===== config.mk =====
export PLATFORM = sky130hd
export DESIGN_NAME = x86_instruction_length_decoder_unit
export DESIGN_NICKNAME = d
export VERILOG_FILES = /design/src/rtl/ild_pkg.sv /design/src/rtl/ild_decode.sv /design/src/rtl/x86_instruction_length_decoder_unit.sv
export SDC_FILE = /design/constraint.sdc
export NUM_CORES = 1
export LEC_CHECK = 0
export BUFFER_PORTS_ARGS = -buffer_cell sky130_fd_sc_hd__buf_2
export CORE_ASPECT_RATIO = 1.1
export CORE_UTILIZATION = 45
export CTS_BUF_LIST = sky130_fd_sc_hd__clkbuf_8 sky130_fd_sc_hd__clkbuf_16
export DETAILED_ROUTE_END_ITERATION = 8
export MAX_ROUTING_LAYER = met4
export PLACE_DENSITY = 0.67
export SLEW_MARGIN = 30
export SYNTH_ARGS = -nofsm -noshare
export SYNTH_HDL_FRONTEND = slang
export SYNTH_SLANG_ARGS = --single-unit

===== constraint.sdc =====
create_clock -name clk -period 9.7 [get_ports clk]
set_clock_uncertainty 0.15 [all_clocks]
set_input_delay 2.91 -clock clk [delete_from_list [all_inputs] [get_ports clk]]
set_output_delay 2.91 -clock clk [all_outputs]
set_load 0.03 [all_outputs]

===== src/rtl/ild_pkg.sv =====
// ild_pkg: shared types and codes for the x86 instruction length decoder
// used by ild_decode, the top level and the port checker; no dependencies

package ild_pkg;

  localparam int unsigned DefMaxLength = 15;

  localparam int unsigned LenW    = 5;
  localparam int unsigned StatusW = 2;

  // decoder phases
  localparam logic [1:0] PH_OPCODE = 2'd0;
  localparam logic [1:0] PH_MODRM  = 2'd1;
  localparam logic [1:0] PH_SIB    = 2'd2;
  localparam logic [1:0] PH_SKIP   = 2'd3;

  // result status codes
  localparam logic [StatusW-1:0] STAT_OK   = 2'd0;
  localparam logic [StatusW-1:0] STAT_ESC  = 2'd1;
  localparam logic [StatusW-1:0] STAT_LONG = 2'd2;

  // group 3 immediate tracking
  localparam logic [1:0] G3_NONE = 2'd0;
  localparam logic [1:0] G3_F6   = 2'd1;
  localparam logic [1:0] G3_F7   = 2'd2;

  typedef struct packed {
    logic [1:0]      phase;
    logic [LenW-1:0] byte_count;
    logic            opsize_flag;
    logic            addrsize_flag;
    logic [2:0]      pending_immediate;
    logic [1:0]      group3_check;
    logic [3:0]      bytes_to_skip;
  } ild_state_t;

  typedef struct packed {
    logic               valid;
    logic [LenW-1:0]    instr_length;
    logic [StatusW-1:0] status;
  } ild_result_t;

endpackage


===== src/rtl/ild_decode.sv =====
// ild_decode: per-byte decode of the length state, one code byte per call
// depends on ild_pkg for the state and result structs and codes

module ild_decode #(
  parameter int unsigned MAX_LENGTH = ild_pkg::DefMaxLength
) (
  input  ild_pkg::ild_state_t  cur,
  input  logic [7:0]           code_byte,
  output ild_pkg::ild_state_t  nxt,
  output ild_pkg::ild_result_t res
);
  import ild_pkg::*;

  typedef struct packed {
    logic       modrm;
    logic [2:0] imm;
    logic [1:0] g3;
  } op_class_t;

  localparam logic [LenW-1:0] MaxLen = LenW'(MAX_LENGTH);

  // bytes that steer the opcode phase
  localparam logic [7:0] OP_ESCAPE    = 8'h0f;
  localparam logic [7:0] PFX_OPSIZE   = 8'h66;
  localparam logic [7:0] PFX_ADDRSIZE = 8'h67;

  function automatic logic is_prefix(input logic [7:0] b);
    case (b)
      8'h26, 8'h2e, 8'h36, 8'h3e, 8'h64, 8'h65, 8'h66, 8'h67,
      8'hf0, 8'hf2, 8'hf3: is_prefix = 1'b1;
      default:             is_prefix = 1'b0;
    endcase
  endfunction

  function automatic op_class_t classify(input logic [7:0] op, input logic osz,
                                         input logic asz);
    op_class_t  r;
    logic [2:0] a_b;
    logic [2:0] c;
    logic [2:0] z;
    logic [2:0] far;
    r   = '0;
    a_b = op[5:3];
    c   = op[2:0];
    z   = osz ? 3'd2 : 3'd4;
    far = osz ? 3'd4 : 3'd6;
    case (op[7:6])
      2'd0: begin
        if (c <= 3'd3) r.modrm = 1'b1;
        else if (c == 3'd4) r.imm = 3'd1;
        else if (c == 3'd5) r.imm = z;
      end
      2'd1: begin
        if (a_b == 3'd4 && (c == 3'd2 || c == 3'd3)) begin
          r.modrm = 1'b1;
        end else if (a_b == 3'd5) begin
          case (c)
            3'd0: r.imm = z;
            3'd1: begin r.modrm = 1'b1; r.imm = z; end
            3'd2: r.imm = 3'd1;
            3'd3: begin r.modrm = 1'b1; r.imm = 3'd1; end
            default: ;
          endcase
        end else if (a_b >= 3'd6) begin
          r.imm = 3'd1;
        end
      end
      2'd2: begin
        case (a_b)
          3'd0: begin
            r.modrm = 1'b1;
            if (c == 3'd1) r.imm = z;
            else if (c == 3'd0 || c == 3'd2 || c == 3'd3) r.imm = 3'd1;
          end
          3'd1: r.modrm = 1'b1;
          3'd3: if (c == 3'd2) r.imm = far;
          3'd4: if (c <= 3'd3) r.imm = asz ? 3'd2 : 3'd4;
          3'd5: begin
            if (c == 3'd0) r.imm = 3'd1;
            else if (c == 3'd1) r.imm = z;
          end
          3'd6: r.imm = 3'd1;
          3'd7: r.imm = z;
          default: ;
        endcase
      end
      default: begin
        case (op[5:0])
          6'o00, 6'o01, 6'o06: begin r.modrm = 1'b1; r.imm = 3'd1; end
          6'o02, 6'o12: r.imm = 3'd2;
          6'o04, 6'o05, 6'o20, 6'o21, 6'o22, 6'o23,
          6'o30, 6'o31, 6'o32, 6'o33, 6'o34, 6'o35,
          6'o36, 6'o37, 6'o76, 6'o77: r.modrm = 1'b1;
          6'o07: begin r.modrm = 1'b1; r.imm = z; end
          6'o10: r.imm = 3'd3;
          6'o15, 6'o24, 6'o25, 6'o40, 6'o41, 6'o42,
          6'o43, 6'o44, 6'o45, 6'o46, 6'o47, 6'o53: r.imm = 3'd1;
          6'o50, 6'o51: r.imm = z;
          6'o52: r.imm = far;
          6'o66: begin r.modrm = 1'b1; r.g3 = G3_F6; end
          6'o67: begin r.modrm = 1'b1; r.g3 = G3_F7; end
          default: ;
        endcase
      end
    endcase
    return r;
  endfunction

  logic [LenW-1:0]    cnt;
  logic               done;
  logic [StatusW-1:0] stat;
  logic               aop;
  logic [3:0]         aop_skip;
  logic [2:0]         aop_pend;
  logic [3:0]         total;
  logic [2:0]         disp;
  logic               sib;
  logic [2:0]         pend;
  logic [3:0]         sk;
  op_class_t          cls;

  always_comb begin
    nxt      = cur;
    cnt      = cur.byte_count + LenW'(1);
    nxt.byte_count = cnt;
    done     = 1'b0;
    stat     = STAT_OK;
    aop      = 1'b0;
    aop_skip = '0;
    aop_pend = '0;
    total    = '0;
    disp     = '0;
    sib      = 1'b0;
    pend     = cur.pending_immediate;
    sk       = cur.bytes_to_skip;
    cls      = '0;

    if (cnt > MaxLen) begin
      // check runs ahead of every other decision on this byte
      done = 1'b1;
      stat = STAT_LONG;
    end else begin
      case (cur.phase)
        PH_MODRM: begin
          if (cur.addrsize_flag) begin
            if ((code_byte[7:6] == 2'd0 && code_byte[2:0] == 3'd6) ||
                code_byte[7:6] == 2'd2) disp = 3'd2;
            else if (code_byte[7:6] == 2'd1) disp = 3'd1;
          end else begin
            if ((code_byte[7:6] == 2'd0 && code_byte[2:0] == 3'd5) ||
                code_byte[7:6] == 2'd2) disp = 3'd4;
            else if (code_byte[7:6] == 2'd1) disp = 3'd1;
            sib = (code_byte[7:6] != 2'd3) && (code_byte[2:0] == 3'd4);
          end
          // test-immediate forms of F6/F7 only for reg 0 or 1
          if (code_byte[5:3] <= 3'd1) begin
            if (cur.group3_check == G3_F6) pend = 3'd1;
            else if (cur.group3_check == G3_F7) pend = cur.opsize_flag ? 3'd2 : 3'd4;
          end
          nxt.group3_check  = G3_NONE;
          nxt.bytes_to_skip = {1'b0, disp};
          if (sib) begin
            nxt.phase             = PH_SIB;
            nxt.pending_immediate = pend;
          end else begin
            aop      = 1'b1;
            aop_skip = {1'b0, disp};
            aop_pend = pend;
          end
        end
        PH_SIB: begin
          // zero skip here means mod was 0; base 5 then adds disp32
          if (sk == 4'd0 && code_byte[2:0] == 3'd5) sk = 4'd4;
          aop      = 1'b1;
          aop_skip = sk;
          aop_pend = cur.pending_immediate;
        end
        PH_SKIP: begin
          nxt.bytes_to_skip = cur.bytes_to_skip - 4'd1;
          if (nxt.bytes_to_skip == 4'd0) done = 1'b1;
        end
        default: begin
          if (is_prefix(code_byte)) begin
            if (code_byte == PFX_OPSIZE) nxt.opsize_flag = 1'b1;
            else if (code_byte == PFX_ADDRSIZE) nxt.addrsize_flag = 1'b1;
            nxt.phase = PH_OPCODE;
          end else if (code_byte == OP_ESCAPE) begin
            done = 1'b1;
            stat = STAT_ESC;
          end else begin
            cls = classify(code_byte, cur.opsize_flag, cur.addrsize_flag);
            if (cls.modrm) begin
              nxt.pending_immediate = cls.imm;
              nxt.group3_check      = cls.g3;
              nxt.phase             = PH_MODRM;
            end else begin
              aop      = 1'b1;
              aop_skip = '0;
              aop_pend = cls.imm;
            end
          end
        end
      endcase
    end

    if (aop) begin
      total = aop_skip + {1'b0, aop_pend};
      nxt.pending_immediate = '0;
      if (total == 4'd0) begin
        done = 1'b1;
      end else begin
        nxt.bytes_to_skip = total;
        nxt.phase         = PH_SKIP;
      end
    end

    if (done) nxt = '0;

    res.valid        = done;
    res.instr_length = cnt;
    res.status       = stat;
  end

endmodule


===== src/rtl/x86_instruction_length_decoder_unit.sv =====
// x86_instruction_length_decoder_unit: top level of the length decoder
// depends on ild_pkg and ild_decode
//
// usage:
//   input channel carries one code byte per beat (code_byte, in_valid,
//   in_stall); output channel carries one result per finished instruction
//   (instr_length, status, out_valid, out_stall)
//   a byte beat is taken every cycle while in_stall is low; the single
//   decode pass updates the length state as the byte is taken
//   the result of an instruction is registered when its last byte is taken
//   (or its 0F escape byte, or the byte past MAX_LENGTH) into the result stages
//   status: ok, unsupported 0F escape, or too long (length MAX_LENGTH+1)
//   results sit in an output register backed by a one-entry skid stage, so
//   bytes keep flowing while a result waits; in_stall rises only once the
//   skid stage holds a second waiting result
//   reset (rst, synchronous) clears the decode state to the prefix/opcode
//   phase and drops both result stages

module x86_instruction_length_decoder_unit #(
  parameter int unsigned MAX_LENGTH = ild_pkg::DefMaxLength
) (
  input  logic                          clk,
  input  logic                          rst,
  input  logic [7:0]                    code_byte,
  input  logic                          in_valid,
  output logic                          in_stall,
  output logic [ild_pkg::LenW-1:0]      instr_length,
  output logic [ild_pkg::StatusW-1:0]   status,
  output logic                          out_valid,
  input  logic                          out_stall
);
  import ild_pkg::*;

  ild_state_t  state;
  ild_state_t  state_next;
  ild_result_t res;

  logic               skid_valid;
  logic [LenW-1:0]    skid_length;
  logic [StatusW-1:0] skid_status;
  logic               take;
  logic               pop;
  logic               new_res;

  ild_decode #(
    .MAX_LENGTH(MAX_LENGTH)
  ) u_decode (
    .cur      (state),
    .code_byte(code_byte),
    .nxt      (state_next),
    .res      (res)
  );

  assign in_stall = skid_valid;
  assign take     = in_valid && !skid_valid;
  assign pop      = out_valid && !out_stall;
  assign new_res  = take && res.valid;

  always_ff @(posedge clk) begin
    if (rst) begin
      state <= '0;
    end else if (take) begin
      state <= state_next;
    end
  end

  always_ff @(posedge clk) begin
    if (rst) begin
      out_valid  <= 1'b0;
      skid_valid <= 1'b0;
    end else if (skid_valid) begin
      if (pop) begin
        out_valid  <= 1'b1;
        skid_valid <= 1'b0;
      end
    end else if (new_res) begin
      if (!out_valid || pop) begin
        out_valid <= 1'b1;
      end else begin
        skid_valid <= 1'b1;
      end
    end else if (pop) begin
      out_valid <= 1'b0;
    end
  end

  // payload registers, no reset
  always_ff @(posedge clk) begin
    if (skid_valid) begin
      if (pop) begin
        instr_length <= skid_length;
        status       <= skid_status;
      end
    end else if (new_res) begin
      if (!out_valid || pop) begin
        instr_length <= res.instr_length;
        status       <= res.status;
      end else begin
        skid_length <= res.instr_length;
        skid_status <= res.status;
      end
    end
  end

endmodule


# After elaboration in Yosys (flattened, before gate mapping)
# Cells that the tools add are included.
word_totals:
  ff_bits: 34
  latch_bits: 0
  ram_bits: 0
  rom_bits: 0
  inputBits: 12
  out_inout_bits: 9
  wordCells: 270
  memories: 0
classes:
  n_addsub: 3
  mul: 0
  div: 0
  n_lt_le_gt_ge: 4
  n_eq_ne: 84
  n_shift: 0
  n_mux: 112
  bitwise: 2
  n_reduce_logical: 52
ops:
  columns: ["cell", "n"]
  rows:
  - ["6-bit == test, second input constant", 16]
  - ["6-bit by 5-bit == test with 1-bit output, second input constant", 14]
  - ["3-bit 2-to-1 mux", 26]
  - ["1-bit 2-to-1 mux", 39]
  - ["2-bit 2-to-1 mux", 18]
  - ["5-bit 2-to-1 mux", 7]
  - ["8-bit by 6-bit == test with 1-bit output, second input constant", 4]
  - ["8-bit by 7-bit == test with 1-bit output, second input constant", 4]
  - ["4-bit 2-to-1 mux", 8]
  - ["6-bit by 3-bit == test with 1-bit output, second input constant", 4]
  - ["8-bit == test, second input constant", 3]
  - ["22-bit OR reduction", 1]
  - ["3-bit == test, second input constant", 7]
  - ["6-bit by 4-bit == test with 1-bit output, second input constant", 3]
  - ["18-bit 2-to-1 mux", 1]
  - ["3-bit case mux with 6 select lines", 1]
  - ["4-bit case mux with 2 select lines", 2]
  - ["3-bit case mux with 5 select lines", 1]
  - ["15-bit OR reduction", 1]
  - ["2-bit OR reduction", 7]
  - ["4-bit zero test", 3]
  - ["4-bit by 2-bit != test with 1-bit output, second input constant", 3]
  - ["4-bit case mux with 3 select lines", 1]
  - ["6-bit AND reduction", 2]
  - ["40 further kinds", 81]

# Logic depth before layout (Yosys ltp)
# Gate-level depths: netlist (run 1).
depth:
  ltp_word: 23
  depth_mapped: 18
  depth_no_buf: 15

# Modules after synthesis
# A second synthesis (run 1) with hierarchy kept.
hier_totals:
  hier_cells: 383
  area_unflattened_um2: 3056.7
modules_own_cells:
  columns: ["module", "instances", "cells_per_inst", "area_per_inst_um2", "seq_area_each_um2"]
  rows:
  - ["ild_decode", 1, 269, 1778.0, 0.0]
  - ["x86_instruction_length_decoder_unit", 1, 114, 1278.7, 820.8]

# Worst setup path after synthesis (run 1)
# OpenSTA, ideal clock, no wires.
synth_path:
  path_type: "input-to-reg"
  startpoint: "in code_byte[7]"
  endpoint: "reg instr_length[0] (netlist name) (enable)"
  setup_time_ns: 0.375
  t_arrival_ns: 6.434
  required_ns: 9.175
  path_slack_ns: 2.741
  path_stages: 16
  path_buffers: 1
  path_cell_list: "or4bb_1 o2bb2a_1 o31a_1 o211a_1 a21oi_1 o21ai_0 nor2_1 ha_1 a21o_1 a21oi_1 o31a_1 o21ai_0 or3_1 buf_6 a21o_1 a22oi_1"
synth_between:
  elab_chain_len: 18
  word_cells_on_any_way: 63
  cone_classes: "add/sub (1); eq/ne (15); mux (36); reduce/logical (11)"
synth_lines:
  columns: ["element", "line_no", "rtl"]
  rows:
  - ["from (decl)", "x86_instruction_length_decoder_unit.sv:24", "input logic [7:0] code_byte,"]
  - ["2-bit == test, or another cell as far along", "ild_decode.sv:47, ild_decode.sv:147, ild_decode.sv:151", null]
  - ["4-bit case mux with 3 select lines", "ild_decode.sv:47", "case (op[7:6])"]
  - ["4-bit 2-to-1 mux", "ild_decode.sv:187", "end else if (code_byte == OP_ESCAPE) begin"]
  - ["4-bit 2-to-1 mux", "ild_decode.sv:183", "if (is_prefix(code_byte)) begin"]
  - ["4-bit 2-to-1 mux", "ild_decode.sv:143", "case (cur.phase)"]
  - ["4-bit 2-to-1 mux", "ild_decode.sv:138", "if (cnt > MaxLen) begin"]
  - ["3-bit 2-to-1 mux", "ild_decode.sv:192", "if (cls.modrm) begin"]
  - ["3-bit 2-to-1 mux", "ild_decode.sv:187", null]
  - ["[... 2 more ...]", null, null]
  - ["3-bit 2-to-1 mux", "ild_decode.sv:138", null]
  - ["4-bit by 3-bit adder with 4-bit output", "ild_decode.sv:207", "total = aop_skip + {1'b0, aop_pend};"]
  - ["4-bit zero test", "ild_decode.sv:209", "if (total == 4'd0) begin"]
  - ["1-bit 2-to-1 mux", "ild_decode.sv:209", null]
  - ["1-bit 2-to-1 mux *", "ild_decode.sv:206", "if (aop) begin"]
  - ["1-bit logical AND *", "x86_instruction_length_decoder_unit.sv:57", "assign new_res = take && res.valid;"]
  - ["2-bit nonzero test (no source line) *", null, null]
  - ["3-bit AND reduction (no source line) *", null, null]
  - ["to (signal assigned)", "x86_instruction_length_decoder_unit.sv:91", "instr_length <= skid_length;"]
  - ["to (signal assigned)", "x86_instruction_length_decoder_unit.sv:96", "instr_length <= res.instr_length;"]
  - ["to (decl)", "x86_instruction_length_decoder_unit.sv:27", "output logic [ild_pkg::LenW-1:0] instr_length,"]
# Every way passes the cells marked *; elsewhere a longest branch is shown, timed or not. The select of a mux whose other input is x is not followed.
# A chain may end at the register's enable or synchronous reset.

# Worst setup path in the final report (run 1)
layout_path:
  startpoint: "in code_byte[5]"
  endpoint: "reg instr_length[2] (netlist name) (enable)"
layout_between:
  elab_chain_len: 21
  word_cells_on_any_way: 108
  cone_classes: "add/sub (1); order compare (2); eq/ne (57); mux (35); reduce/logical (13)"
layout_lines:
  columns: ["element", "line_no"]
  rows:
  - ["parallel branches: the longest is 17 deep, another holds 15-bit OR reduction", null]
  - ["1-bit 2-to-1 mux *", "ild_decode.sv:206"]
  - ["1-bit logical AND *", "x86_instruction_length_decoder_unit.sv:57"]
  - ["2-bit nonzero test (no source line) *", null]
  - ["3-bit AND reduction (no source line) *", null]
# Every way passes the cells marked *. The select of a mux whose other input is x is not followed.

==> results of run 1 <==
## worst reg2reg max path, stage by stage (launching register included)
cell and delay (ps):
dfxtp_1 450, ha_1 270, nand3_1 110, xnor2_1 420, nor2_1 100, buf_4 200
a31oi_4 250, a211oi_1 100, ha_1 260, fa_1 390, xor2_1 190, nor3_1 150
o21ai_0 120, or3_1 530, a21o_1 230, a22oi_1 570
## Yosys cell counts (3+ instances only)
library cell | instances | area share
buf_2 | 7 | 0.012
and2_1 | 3 | 0.0066
o31a_1 | 4 | 0.012
nor4_1 | 7 | 0.015
ha_1 | 12 | 0.053
a32o_1 | 5 | 0.018
and3_1 | 6 | 0.013
a31oi_1 | 3 | 0.0066
o21a_1 | 3 | 0.0079
dfxtp_1 | 20 | 0.14
a21oi_1 | 25 | 0.044
nor2_1 | 20 | 0.026
inv_1 | 13 | 0.017
nand2b_1 | 8 | 0.018
nor2b_1 | 8 | 0.018
a22o_1 | 5 | 0.015
xnor2_1 | 4 | 0.012
o31ai_1 | 5 | 0.013
edfxtp_1 | 14 | 0.15
nand4_1 | 3 | 0.0066
nor3b_1 | 3 | 0.0079
mux2_2 | 4 | 0.016
o21ai_0 | 27 | 0.047
nor3_1 | 13 | 0.023
or3_1 | 5 | 0.011
mux2i_1 | 3 | 0.011
a211oi_1 | 4 | 0.011
nand2_1 | 33 | 0.043
nand3_1 | 10 | 0.018
o21ai_1 | 5 | 0.0088
a21o_1 | 3 | 0.0079
clkbuf_1 | 16 | 0.021
o22ai_1 | 4 | 0.0088
## layout by cell type (no fill, tap or decap), types with 6 or more instances in the layout
cell      count
a21oi_1      25
and3_1        6
buf_2        20
dfxtp_1      20
edfxtp_1     14
ha_1         12
inv_1        13
nand2_1      33
nand2b_1      8
nand3_1      10
nor2_1       20
nor2b_1       8
nor3_1       13
nor4_1        7
o21ai_0      27
## worst max path at each step
stage / slack [ps] / startpoint / endpoint / cells past startpoint
global route: 1880 / code_byte[5] / instr_length[2] / 16
detailed placement: 1900 / code_byte[5] / status[0] / 16
finish: 2210 / code_byte[5] / instr_length[2] / 16
floorplan: 2740 / code_byte[7] / instr_length[0] / 16
CTS: 2220 / code_byte[5] / instr_length[2] / 16
global placement: 2020 / code_byte[5] / status[0] / 16
## flip-flops by register name, summed over array words and instances, names as in the netlist
| register | count |
|---|---|
| instr_length | 5 |
| out_valid | 1 |
| skid_status | 2 |
| skid_length | 5 |
| state | 18 |
| in_stall | 1 |
| status | 2 |
## power by group
group	total (W)	internal [W]	switching [W]
combinational	0.000386	0.000138	0.000248
sequential	0.000208	0.000182	0.0000261
clock	0.000136	0.0000765	0.0000596
## logic make-up after synthesis
kind of cell / after synthesis
multiplexers: 9
AND/OR/NAND/NOR: 135
XOR/XNOR: 6
adder cells (fa/ha/maj): 13
flip-flops: 34
buffers and inverters: 40
AO/OA/AOI/OAI: 117
## area by class of cell
class,instances,area [um^2]
clock buffer,5,68.8
clock inverter,3,45.0
fill,635,3100
inverter,15,56.3
multi-input combinational,280,1860
sequential,34,821
tap,80,100
timing repair buffer,21,108
## layer usage
layer	up-vias	wire [um]	track usage	share of wire
met1	1310	3520	0.334	0.48
met4	0	44	0.0515	0.0060
met5	-	0	-	0
li1	1341	-	-	-
met2	67	3500	0.362	0.47
met3	6	335	0.0516	0.045
## metrics by stage
stage          hold slack [ps]   util  total power, W  instance area, um^2
6_report                   360  0.497        0.000730                 3060
3_3_place_gp               331  0.478        0.000584                 2950
4_1_cts                    359  0.497        0.000725                 3060
2_1_floorplan              309      -        0.000513                 2850
3_5_place_dp               348  0.478        0.000588                 2950
5_1_grt                    373  0.497        0.000781                 3060
==> impl_metrics.env, run 1 <==
export IMPL_drive_gt1_frac=0.126
export IMPL_drt_initial_drc_count=185
export IMPL_yosysSeqAreaShare=0.288
export IMPL_cts_resized=0
export IMPL_antenna_found_initial=0
export IMPL_netlist_area_mm2=0.00285
export IMPL_slew_headroom=0.471
export IMPL_fin_tns_setup_ps=0
export IMPL_rows=30
export IMPL_clockBufferDepth=2
export IMPL_synth_top_family_by_area="compound AO/OA/AOI/OAI gates"
export IMPL_synth_flop_cell="dfxtp_1"
export IMPL_fmax_mhz=134
export IMPL_power_leakage_nw=1.11
export IMPL_portBuffers=20
export IMPL_synthMuxAreaShare=0.0356
export IMPL_wl_per_cell_um=16.9
export IMPL_htree_levels=2
export IMPL_yosys_warnings=0
export IMPL_cp_cell_sequence="buf_2 -> or4bb_1 -> o2bb2a_1 -> o31a_1 -> o211a_1 -> a21oi_1 -> o21ai_0 -> nor2_1 -> ha_1 -> a21o_1 -> a21oi_1 -> o31a_1 -> o21ai_0 -> or3_1 -> a21o_1 -> a22oi_1"
export IMPL_synth_simple_gate_area_frac=0.254
export IMPL_grt_overflow=0
export IMPL_postLayoutSetupSlackWorst_ps=2210
export IMPL_grt_usage=0.242
export IMPL_dieArea_mm2=0.00665
export IMPL_grt_pass1_wl_um=12400
export IMPL_clk_latency_ps=300
export IMPL_via_per_inst=6.22
export IMPL_synth_fa_ha_area_frac=0.0598
export IMPL_diodes=0
export IMPL_fp_coreArea_mm2=0.00616
export IMPL_gp_congestion=0.930
export IMPL_syn_num_nets=379
export IMPL_ant_nets=0
export IMPL_worstPathMaxFanout=25
export IMPL_worstMarginPinSlew_ps=791
export IMPL_cp_arrival_ps=7260
export IMPL_place_hpwl_um=5430
export IMPL_fin_crit_sh=0.772
export IMPL_clkSinkCount=34
export IMPL_cp_top_family="compound AO/OA/AOI/OAI gates"
export IMPL_synth_cells=354
export IMPL_cp_required_ps=9480
export IMPL_grt_max_degree=26
export IMPL_finalSetupViolations=0
export IMPL_syn_avg_cell_area_um2=8.04
export IMPL_synthXorXnorAreaFrac=0.0185
export IMPL_synth_seq_cells=34
export IMPL_cellPowerDensity_mw_per_mm2=239
export IMPL_drt_first_pass_iters=5
export IMPL_worst_ir_drop_vdd_mv=0.142
export IMPL_cts_buffers=5
export IMPL_fin_nets=382
export IMPL_hold_path_depth=2
export IMPL_grt_pass1_vias=2439
export IMPL_crit_path_end_kind="register"
export IMPL_post_cts_repair_setup_buffers=0
export IMPL_path_clk_slew_ps=80
export IMPL_min_path_type="reg -> reg"
export IMPL_dieHeight_um=85.4
export IMPL_min_from="state[12]"
export IMPL_cts_tree="built"
export IMPL_hold_violations=0
export IMPL_critPathLaunchType="input port"
export IMPL_fp_dieW_um=77.9
export IMPL_path_class="in -> reg"
export IMPL_synth_edff_count=14
export IMPL_place_ws_ps=1900
export IMPL_ys_types=70
export IMPL_cp_slowest_cell="or4bb_1"
export IMPL_cts_hold_buffers=0
export IMPL_drv_cap=0
export IMPL_reg2reg_to="instr_length[2]"
export IMPL_r2r_slack_ps=4850
export IMPL_placed_cells=430
export IMPL_layout_cells_non_filler=438
export IMPL_syn2layout_area_growth_pct=7.43
export IMPL_io_pins=21
export IMPL_period_needed_ps=7490
export IMPL_reg2reg_from="state[11]"
export IMPL_status="complete, no violations"
export IMPL_num_vias=2724
export IMPL_reg2reg_depth=15
export IMPL_remaining_drc_errors=0
export IMPL_initial_utilization=0.463
export IMPL_cp_num_buf_inv=1
export IMPL_rsz0062_at_grt="no"
export IMPL_slew_viol_final=0
export IMPL_synthArstFlopShare=0
export IMPL_drt_total_wl_um=7390
export IMPL_synth_compound_area_frac=0.285
export IMPL_cts_root_buf="clkbuf_8"
export IMPL_hold_end="state[12]"
export IMPL_max_stage_delay_ps=590
No activity file was read; power rests on OpenSTA's default activity.
==> run 2: changes to the inputs <==
Settings changed: PLACE_DENSITY 0.67 to 0.7.
Clock period 9.7 ns to 6.6 ns, I/O delays scaled along.
==> run 2 against run 1 <==
Compared with the run above:
- die area is the same
- clock power grew 42%
- register-to-register slack lost 3100 ps
- largest cell class unchanged
- highest routed layer unchanged
==> impl_metrics.env, run 2 (synthesis results as in run 1) <==
export IMPL_antenna_found_initial=0
export IMPL_dieHeight_um=85.4
export IMPL_postLayoutSetupSlackWorst_ps=578
export IMPL_path_clk_slew_ps=80
export IMPL_place_ws_ps=316
export IMPL_worstMarginPinSlew_ps=819
export IMPL_max_stage_delay_ps=580
export IMPL_cts_buffers=5
export IMPL_initial_utilization=0.463
export IMPL_clockBufferDepth=2
export IMPL_setup_worst_path_start="code_byte[7]"
export IMPL_reg2reg_from="state[11]"
export IMPL_drt_initial_drc_count=239
export IMPL_combPwrFrac=0.545
export IMPL_cp_slowest_cell="or4bb_1"
export IMPL_cts_hold_buffers=0
export IMPL_hold_violations=0
export IMPL_cts_tree="built"
export IMPL_worstPathMaxFanout=14
export IMPL_fin_crit_sh=0.912
export IMPL_grt_pass1_wl_um=11600
export IMPL_final_area_mm2=0.00310
export IMPL_fp_coreArea_mm2=0.00616
export IMPL_internal_power_w=0.000611
export IMPL_cp_cell_sequence="buf_2 -> or4bb_1 -> o2bb2a_1 -> o31a_1 -> o211a_1 -> a21oi_1 -> o21ai_0 -> nor2_1 -> ha_1 -> a21o_1 -> a21oi_1 -> o31a_1 -> o21ai_0 -> or3_1 -> a21oi_1 -> and3_1"
export IMPL_hold_end="state[15]"
export IMPL_r2r_slack_ps=1740
export IMPL_cp_required_ps=6420
export IMPL_reg2reg_depth=14
export IMPL_placed_cell_area_mm2=0.00299
export IMPL_power_switching_w=0.000483
export IMPL_clk_latency_ps=290
export IMPL_via_per_inst=6.12
export IMPL_min_from="state[15]"
export IMPL_io_pins=21
export IMPL_cp_arrival_ps=5840
export IMPL_ant_nets=0
export IMPL_largest_reg_flops=18
export IMPL_drive_gt1_frac=0.140
export IMPL_fp_dieW_um=77.9
export IMPL_pwr_share_clk=0.176
export IMPL_path_class="in -> reg"
export IMPL_layout_common_cells="33 x nand2_1, 27 x o21ai_0, 25 x a21oi_1"
export IMPL_worst_ir_drop_vdd_mv=0.165
export IMPL_drt_first_pass_iters=5
export IMPL_remaining_drc_errors=0
export IMPL_cts_root_buf="clkbuf_8"
export IMPL_fmax_mhz=166
export IMPL_place_hpwl_um=5280
export IMPL_grt_max_degree=22
export IMPL_slew_headroom=0.452
export IMPL_final_common_cell="nand2_1"
export IMPL_period_needed_ps=6020
export IMPL_portBuffers=20
export IMPL_layout_cells_non_filler=444
export IMPL_rows=30
export IMPL_wl_per_cell_um=15.9
export IMPL_diodes=0
export IMPL_htree_levels=2
export IMPL_status="complete, no violations"
export IMPL_crit_path_end_kind="register"
export IMPL_dieArea_mm2=0.00665
export IMPL_grt_usage=0.226
export IMPL_reg2reg_to="skid_status[0]"
export IMPL_cts_resized=0
export IMPL_num_vias=2717
export IMPL_grt_overflow=0
export IMPL_post_cts_repair_setup_buffers=0
export IMPL_finalSetupViolations=0
export IMPL_power_frac_seq=0.278
export IMPL_regMostFlops="state"
export IMPL_hold_path_depth=1
export IMPL_drv_cap=0
export IMPL_drt_total_wl_um=7060
export IMPL_clkSinkCount=34
export IMPL_cellPowerDensity_mw_per_mm2=352
export IMPL_placed_cells=436
export IMPL_fin_tns_setup_ps=0
export IMPL_top_regs="state x18, instr_length x5, skid_length x5"
export IMPL_fin_nets=388
export IMPL_syn2layout_area_growth_pct=9.01
export IMPL_switching_share=0.441
export IMPL_grt_pass1_vias=2404
export IMPL_power_leakage_nw=1.14
export IMPL_cp_common_cell="a21oi_1"
export IMPL_slew_viol_final=0
export IMPL_nFillCells=605
export IMPL_critPathLaunchType="input port"
export IMPL_gp_congestion=0.926
export IMPL_min_path_type="reg -> reg"
export IMPL_rsz0062_at_grt="no"
run 2: layout make-up:
cell class              instances  area (um^2)  share of cell area
well taps                      80          100              0.0322
inverters                      15         56.3              0.0181
flip-flops and latches         34          821               0.264
repair buffers                 27          153              0.0492
clock inverters                 3         45.0              0.0145
multi-input cells             280         1860               0.599
clock buffers                   5         68.8              0.0222
run 2: worst max-delay path by stage:
stage / slack [ps] / end / cells after the start
6_report: 580 / skid_status[0] / 16
5_1_grt: 310 / skid_status[0] / 16
4_1_cts: 610 / skid_status[1] / 16
3_5_place_dp: 320 / skid_status[1] / 16
3_3_place_gp: 430 / skid_length[3] / 14
2_1_floorplan: 570 / instr_length[0] / 16
run 2: critical path: cells and delay by family:
| kind | cells | cell delay (ps) |
|---|---|---|
| AOI/OAI and AO/OA | 10 | 1840 |
| and+or+nand+nor | 4 | 1570 |
| adders and majority gates | 1 | 270 |
| buffers and inverters | 1 | 170 |
run 2: metrics by stage:
step | power, W | hold WS [ps] | util
final | 0.00109 | 355 | 0.504
after global routing | 0.00116 | 372 | 0.504
after CTS | 0.00109 | 355 | 0.504
after detailed placement | 0.000896 | 342 | 0.486
after global placement | 0.000894 | 328 | 0.486
after floorplan | 0.000753 | 309 | -
run 2: metal layers:
layer	vias up	track usage	wire, um
li1	1348	-	-
met1	1295	0.310	3440
met2	69	0.350	3260
met3	5	0.0290	307
met4	0	0.0566	57
met5	-	-	0
run 2: power by group through the flow:
stage / sequential, W / clock [W] / combinational [W]
6_report: 0.000304 / 0.000193 / 0.000597
5_1_grt: 0.000311 / 0.000202 / 0.000651
4_1_cts: 0.000304 / 0.000195 / 0.000589
3_5_place_dp: 0.000308 / 0 / 0.000588
3_3_place_gp: 0.000307 / 0 / 0.000586
2_1_floorplan: 0.000329 / 0 / 0.000424
